<file path="src/rtl/tsa_pkg.sv">
`timescale 1ns / 1ps
// ----------------------------------------------------------------------------
// tsa_pkg: shared types and constants of the task slot allocator
// Request and response beat layouts, command and status codes, pool size.
// ----------------------------------------------------------------------------
package tsa_pkg;

    // Default pool size
    localparam int POOL_SLOTS_DEF = 64;

    // Fixed field widths
    localparam int CFG_W   = 7;
    localparam int INDEX_W = 6;
    localparam int GEN_W   = 32;
    localparam int COUNT_W = 7;

    // Commands
    localparam logic CMD_ALLOC = 1'b0;
    localparam logic CMD_FREE  = 1'b1;

    // Status codes
    localparam logic [1:0] ST_OK      = 2'd0;
    localparam logic [1:0] ST_FULL    = 2'd1;
    localparam logic [1:0] ST_BADFREE = 2'd2;

    // Active slots after reset
    localparam logic [CFG_W-1:0] ACTIVE_RESET = 7'd64;

    typedef struct packed {
        logic               cmd;
        logic [INDEX_W-1:0] free_index;
    } req_t;

    typedef struct packed {
        logic [1:0]         status;
        logic [INDEX_W-1:0] slot_index;
        logic [GEN_W-1:0]   generation;
        logic [COUNT_W-1:0] in_use;
    } rsp_t;

endpackage

</file>
<file path="src/rtl/tsa_find_free.sv">
`timescale 1ns / 1ps
// ----------------------------------------------------------------------------
// tsa_find_free: lowest free slot search
// Masks the busy map to the active slots and priority-encodes the lowest
// free one.
// ----------------------------------------------------------------------------
module tsa_find_free
    import tsa_pkg::*;
#(
    parameter int TRACK = 64
)
(
    input  logic [TRACK-1:0]         busy_map,
    input  logic [CFG_W-1:0]         limit,
    output logic                     found,
    output logic [$clog2(TRACK)-1:0] index
);

    logic [TRACK-1:0] avail;

    // Mark slots that are free and below the active limit
    always_comb
    begin
        for (int i = 0; i < TRACK; i++)
        begin
            avail[i] = !busy_map[i] && (i < int'(limit));
        end
    end

    // Pick the lowest available slot
    always_comb
    begin
        index = '0;
        for (int i = TRACK - 1; i >= 0; i--)
        begin
            if (avail[i])
            begin
                index = ($clog2(TRACK))'(i);
            end
        end
    end

    assign found = |avail;

endmodule

</file>
<file path="src/rtl/task_slot_allocator_with_generation.sv">
`timescale 1ns / 1ps
// ----------------------------------------------------------------------------
// task_slot_allocator_with_generation: generational task slot allocator
// Hands out handles (generation, slot index) from a fixed slot pool and
// takes them back, keeping a use count and a nonzero running generation.
//
// Channel   Direction  Handshake                    Beat
// request   in         start && !busy               req   (cmd, free_index)
// response  out        done, one cycle, no stall    rsp   (status, slot_index,
//                                                          generation, in_use)
// config    in         cfg_we                       cfg_wdata (active_slots)
//
// A request beat is registered in req_reg when it is accepted, and its
// response is formed from req_reg and registered in rsp_reg with done.
// One request is accepted every cycle; busy stays low since the slot map
// and counters update in the same cycle the response is formed.
// The lowest free slot is found by a single priority encoder over the
// busy map. Reset frees every slot, sets the generation to 1 and the
// active count to 64. The receiver cannot stall responses.
// ----------------------------------------------------------------------------
module task_slot_allocator_with_generation
    import tsa_pkg::*;
#(
    parameter int POOL_SLOTS = POOL_SLOTS_DEF
)
(
    input  logic             clk,
    input  logic             rst_n,
    input  logic             start,
    output logic             busy,
    input  req_t             req,
    output logic             done,
    output rsp_t             rsp,
    input  logic             cfg_we,
    input  logic [CFG_W-1:0] cfg_wdata
);

    // Only slots below 128 can ever be reached by a 7-bit active count
    localparam int TRACK      = (POOL_SLOTS < 128) ? POOL_SLOTS : 128;
    localparam int IDX_W      = $clog2(TRACK);
    localparam int PAD_W      = (TRACK < 64) ? 64 : TRACK;
    localparam int PAD_IDX_W  = $clog2(PAD_W);

    logic                 req_valid_reg;
    req_t                 req_reg;
    logic                 done_reg;
    rsp_t                 rsp_reg;
    rsp_t                 rsp_next;
    logic [TRACK-1:0]     busy_map_reg;
    logic [TRACK-1:0]     busy_map_next;
    logic [GEN_W-1:0]     next_gen_reg;
    logic [GEN_W-1:0]     next_gen_next;
    logic [COUNT_W-1:0]   used_count_reg;
    logic [COUNT_W-1:0]   used_count_next;
    logic [CFG_W-1:0]     active_reg;
    logic [CFG_W-1:0]     limit;
    logic                 alloc_found;
    logic [IDX_W-1:0]     alloc_index;
    logic [PAD_W-1:0]     pad_map;
    logic                 free_ok;
    logic                 alloc_ok;
    logic [GEN_W-1:0]     gen_inc;

    assign busy = 1'b0;
    assign done = done_reg;
    assign rsp  = rsp_reg;

    // Clamp the active count to the pool
    always_comb
    begin
        if (int'(active_reg) > POOL_SLOTS)
        begin
            limit = CFG_W'(TRACK);
        end
        else
        begin
            limit = active_reg;
        end
    end

    tsa_find_free #(
        .TRACK (TRACK)
    ) u_find_free (
        .busy_map (busy_map_reg),
        .limit    (limit),
        .found    (alloc_found),
        .index    (alloc_index)
    );

    // Check the slot named by a free beat
    assign pad_map  = PAD_W'(busy_map_reg);
    assign free_ok  = (req_reg.cmd == CMD_FREE)
                      && (int'(req_reg.free_index) < int'(limit))
                      && pad_map[PAD_IDX_W'(req_reg.free_index)];
    assign alloc_ok = (req_reg.cmd == CMD_ALLOC) && alloc_found;

    // Advance the generation, skipping zero
    assign gen_inc = next_gen_reg + GEN_W'(1);

    // Form the response and the state update
    always_comb
    begin
        busy_map_next   = busy_map_reg;
        next_gen_next   = next_gen_reg;
        used_count_next = used_count_reg;
        rsp_next.status     = ST_OK;
        rsp_next.slot_index = '0;
        rsp_next.generation = '0;
        if (req_valid_reg)
        begin
            if (req_reg.cmd == CMD_ALLOC)
            begin
                if (alloc_ok)
                begin
                    for (int i = 0; i < TRACK; i++)
                    begin
                        if (alloc_index == IDX_W'(i))
                        begin
                            busy_map_next[i] = 1'b1;
                        end
                    end
                    rsp_next.slot_index = INDEX_W'(alloc_index);
                    rsp_next.generation = next_gen_reg;
                    next_gen_next       = (gen_inc == '0) ? GEN_W'(1) : gen_inc;
                    used_count_next     = used_count_reg + COUNT_W'(1);
                end
                else
                begin
                    rsp_next.status = ST_FULL;
                end
            end
            else
            begin
                if (free_ok)
                begin
                    for (int i = 0; i < TRACK; i++)
                    begin
                        if (PAD_IDX_W'(req_reg.free_index) == PAD_IDX_W'(i))
                        begin
                            busy_map_next[i] = 1'b0;
                        end
                    end
                    rsp_next.slot_index = req_reg.free_index;
                    used_count_next     = used_count_reg - COUNT_W'(1);
                end
                else
                begin
                    rsp_next.status = ST_BADFREE;
                end
            end
        end
        rsp_next.in_use = used_count_next;
    end

    // Hold control state and counters
    always_ff @(posedge clk or negedge rst_n)
    begin
        if (!rst_n)
        begin
            req_valid_reg  <= 1'b0;
            done_reg       <= 1'b0;
            busy_map_reg   <= '0;
            next_gen_reg   <= GEN_W'(1);
            used_count_reg <= '0;
            active_reg     <= ACTIVE_RESET;
        end
        else
        begin
            req_valid_reg  <= start && !busy;
            done_reg       <= req_valid_reg;
            busy_map_reg   <= busy_map_next;
            next_gen_reg   <= next_gen_next;
            used_count_reg <= used_count_next;
            if (cfg_we)
            begin
                active_reg <= cfg_wdata;
            end
        end
    end

    // Capture request and response beats
    always_ff @(posedge clk)
    begin
        if (start && !busy)
        begin
            req_reg <= req;
        end
        if (req_valid_reg)
        begin
            rsp_reg <= rsp_next;
        end
    end

    // Every accepted beat yields one response, through req_valid_reg and done_reg
    assert property (@(posedge clk) disable iff (!rst_n)
        (start && !busy) |=> ##1 done)
        else $error("accepted request produced no response");

    // The use count tracks the busy map
    assert property (@(posedge clk) disable iff (!rst_n)
        used_count_reg == COUNT_W'($countones(busy_map_reg)))
        else $error("use count disagrees with busy map");

    // The running generation never reaches zero
    assert property (@(posedge clk) disable iff (!rst_n)
        next_gen_reg != '0)
        else $error("generation counter hit zero");

    // A failed request reports no slot and no generation
    assert property (@(posedge clk) disable iff (!rst_n)
        (done && (rsp.status == ST_FULL || rsp.status == ST_BADFREE))
        |-> (rsp.slot_index == '0 && rsp.generation == '0))
        else $error("failed request reported a handle");

    // The state changes only when a request is in flight
    assert property (@(posedge clk) disable iff (!rst_n)
        !req_valid_reg |=> ($stable(busy_map_reg) && $stable(next_gen_reg)))
        else $error("slot state changed without a request");

endmodule
</file>
<file path="config.mk">
export PLATFORM = sky130hd
export DESIGN_NAME = task_slot_allocator_with_generation
export DESIGN_NICKNAME = d
export VERILOG_FILES = /design/src/rtl/tsa_pkg.sv /design/src/rtl/tsa_find_free.sv /design/src/rtl/task_slot_allocator_with_generation.sv
export SDC_FILE = /design/constraint.sdc
export NUM_CORES = 1
export LEC_CHECK = 0
export BUFFER_PORTS_ARGS = -buffer_cell sky130_fd_sc_hd__buf_4
export CAP_MARGIN = 20
export CELL_PAD_IN_SITES_DETAIL_PLACEMENT = 0
export CELL_PAD_IN_SITES_GLOBAL_PLACEMENT = 1
export CORE_MARGIN = 2
export CORE_UTILIZATION = 40
export CTS_CLUSTER_DIAMETER = 50
export DETAILED_ROUTE_END_ITERATION = 10
export HOLD_SLACK_MARGIN = 0.15
export PLACE_DENSITY = 0.66
export SYNTH_ARGS = -nofsm -noshare
export SYNTH_HDL_FRONTEND = slang
export SYNTH_SLANG_ARGS = --single-unit
</file>
<file path="constraint.sdc">
create_clock -name clk -period 8.1 [get_ports clk]
set_clock_uncertainty 0.05 [all_clocks]
set_input_delay 1.215 -clock clk [delete_from_list [all_inputs] [get_ports clk]]
set_output_delay 1.215 -clock clk [all_outputs]
set_load 0.05 [all_outputs]
</file>
==> summary.md <==
| Metric | Value |
|---|---|
| Outcome | `complete, no violations` |
| Final hold violation count | `0` |
| Post-synth EDFFs | `54` |
| Vias in the first global route | `8103` |
| Yosys reg bits | `166` |
| Syn nets | `1046` |
| Syn-to-layout area delta | `12.28%` |
| Hold Crit Depth | `1` |
| Fin. max-slew vios | `0` |
| Worst min path class | `flip-flop to flip-flop` |
| Core region area | `24250 um^2` |
| Crit path kind | `flip-flop to flip-flop` |
| F_max | `0.2220 GHz` |
| Clock-pin slew on the worst setup and hold paths | `0.07 ns` |
| Avg Cell Area, Syn | `9.651 um^2` |
| Crit path DAT | `4.62 ns` |
| CTS tree | `built` |
| Crit. End Element | `flip-flop` |
| Number of library cell types mapped by synthesis | `86` |
| Synth top cells by count | `o21ai_0 (158), dfrtp_1 (110), nand2_1 (76)` |
| Max reg flops | `64` |
| Yosys top cell area share | `27.96%` |
| Initial antenna violation count | `0` |
| Power Dens Cells | `230.8 nW/um^2` |
| Setup TNS | `0 ns` |
| HPWL Detailed | `23.07 mm` |
| Row cnt | `57` |
| Die X | `160.9 um` |
| Design Area, Final | `11050 um^2` |
| Final non-filler cell total | `1386` |
| Setup violations, final | `0` |
| Area of placed instances | `10460 um^2` |
| First-pass GRT wire length | `48.54 mm` |
| CP startpoint kind | `flip-flop` |
| Synth async-reset ratio | `67.47%` |
| Ratio of cells with drive above 1 in the final layout | `14.31%` |
| Slew HR | `26.06%` |
| GRT Overall Usage | `24.52%` |
| CTS Root Cell | `clkbuf_16` |
| Static Leak | `0.004365 uW` |
| Clock tree buffer depth | `2` |
| Count leader, synth | `o21ai_0` |
| Worst Path Required | `8.22 ns` |
| Fin crit period | `4.505 ns` |
| Least-Margin Pin Slew | `1.109 ns` |
| Post-route ant nets | `0` |
| Pin count of the biggest net entering global routing | `61` |
| Initial drt markers | `747` |
| Fin worst setup slack | `3.595 ns` |
| Placed insts | `1353` |
| DR pass1 iterations | `5` |
| Ports | `67` |
| Max-cap violation count | `0` |
| Synth warn | `0` |
| Most used DFF post-synth | `dfrtp_1` |
| Cell taking the most area after synthesis | `dfrtp_1` |
| Post-CTS sizing | `0` |
| Register area share after synthesis | `44.97%` |
| VDD IR max | `0.1426 mV` |
| Die ar. | `25880 um^2` |
| Hold slack | `0.4406 ns` |
| Post-Syn Area | `9844 um^2` |
| Final nets | `1075` |
| Htree depth | `4` |
| Period utilisation layout | `55.62%` |
| Die H | `160.9 um` |
| Routed length per instance | `22.71 um` |
| RePlAce Congestion | `0.9442` |
| Vias per cell | `6.111` |
| Post-Synthesis Cells | `1020` |
| Total congestion overflow | `0` |
| Ant diodes | `0` |
| IO buf count | `65` |
| Residual DRC | `0` |
| Via Count | `8470` |
| Maximum fanout along the worst path | `33` |
| Area contributors post-synth | `dfrtp_1 (28%), edfxtp_1 (16%), o21ai_0 (8.0%), mux4_2 (3.0%), nand2_1 (2.9%)` |
| Hold Buf Count CTS | `0` |
| Postcts setup bufs | `0` |
| R2R cell count | `11` |
| Clk_lat worst skew | `0.43 ns` |
| RSZ-0062 raised after global routing | `no` |
| Pre-CTS WS | `3.268 ns` |
| Clock Sinks | `166` |
| Final wirelength | `31.47 mm` |
| Clock buffer count from CTS | `17` |
| Initial core utilization | `40.60%` |
[through the flow]
step	total power [uW]	utilization (%)
global route	2664	45.58
global placement	1765	43.15
CTS	2562	45.56
floorplan	1526	-
detailed placement	1760	43.15
finish	2551	45.58
[cell type report]
type / count / area (um^2)
sequential: 166 / 4428
multi-input combinational: 774 / 5030
tap: 324 / 405.4
clock inverter: 15 / 158.9
clock buffer: 17 / 425.4
fill: 2396 / 13200
inverter: 18 / 67.56
timing repair buffer: 72 / 538.0
[cell usage in the layout (no fill, tap or decap), types with 14 or more instances in the layout]
master	n
xnor2_1	30
inv_1	18
or3_1	15
clkbuf_16	17
dfrtp_1	109
nand2_1	76
and3_1	14
nand4_1	18
a21oi_1	51
a211oi_1	19
nand3_1	32
edfxtp_1	54
and2_1	38
o21ai_0	158
nor3_1	29
nor4_1	16
buf_4	71
nor2_1	39
a21o_1	20
[path summary, 6_finish.rpt]
| check | startpoint | end | slack, ns |
|---|---|---|---|
| min reg2reg | used_count_reg[6] | used_count_reg[6] | 0.44 |
| min in group asynchronous | rst_n | next_gen_reg[12] | 0.79 |
| max | active_reg[6] | rsp[4] | 3.59 |
| max reg2reg | active_reg[6] | rsp[4] | 3.59 |
| max in group asynchronous | rst_n | busy_map_reg[47] | 5.90 |
| min | used_count_reg[6] | used_count_reg[6] | 0.44 |
[layer usage]
metal	vias up	part of all wire, %	global-route usage (%)
met4	0	3.3	9.659
met2	262	47	39.33
met5	-	0	0
li1	3925	-	-
met1	4225	45	33.63
met3	58	4.8	3.538
[worst max-delay path: stages (launching register included)]
cell,delay (ns)
dfstp_2,0.96
nand2b_1,0.52
ha_1,0.33
o21a_1,0.10
a21oi_1,0.23
o2111ai_1,0.14
a41o_1,0.32
o21ai_4,0.19
nor2_2,0.11
nor3_1,0.77
o21ai_0,0.28
xnor2_1,0.21
[where the power goes]
group          switching, uW  internal (uW)
sequential               111            959
clock                    386            412
combinational            474            210
[kinds of logic after synthesis]
kind of cell / count (synthesis) / share of synthesized area, %
AOI/OAI and AO/OA: 351 / 22.00
buffers and inverters: 80 / 3.940
and+or+nand+nor: 343 / 19.62
DFF: 166 / 44.97
other: 1 / 0.03809
muxes: 29 / 4.677
xor gates and xnor gates: 42 / 3.737
adders and majority gates: 8 / 1.017
No activity file was read; power rests on OpenSTA's default activity.
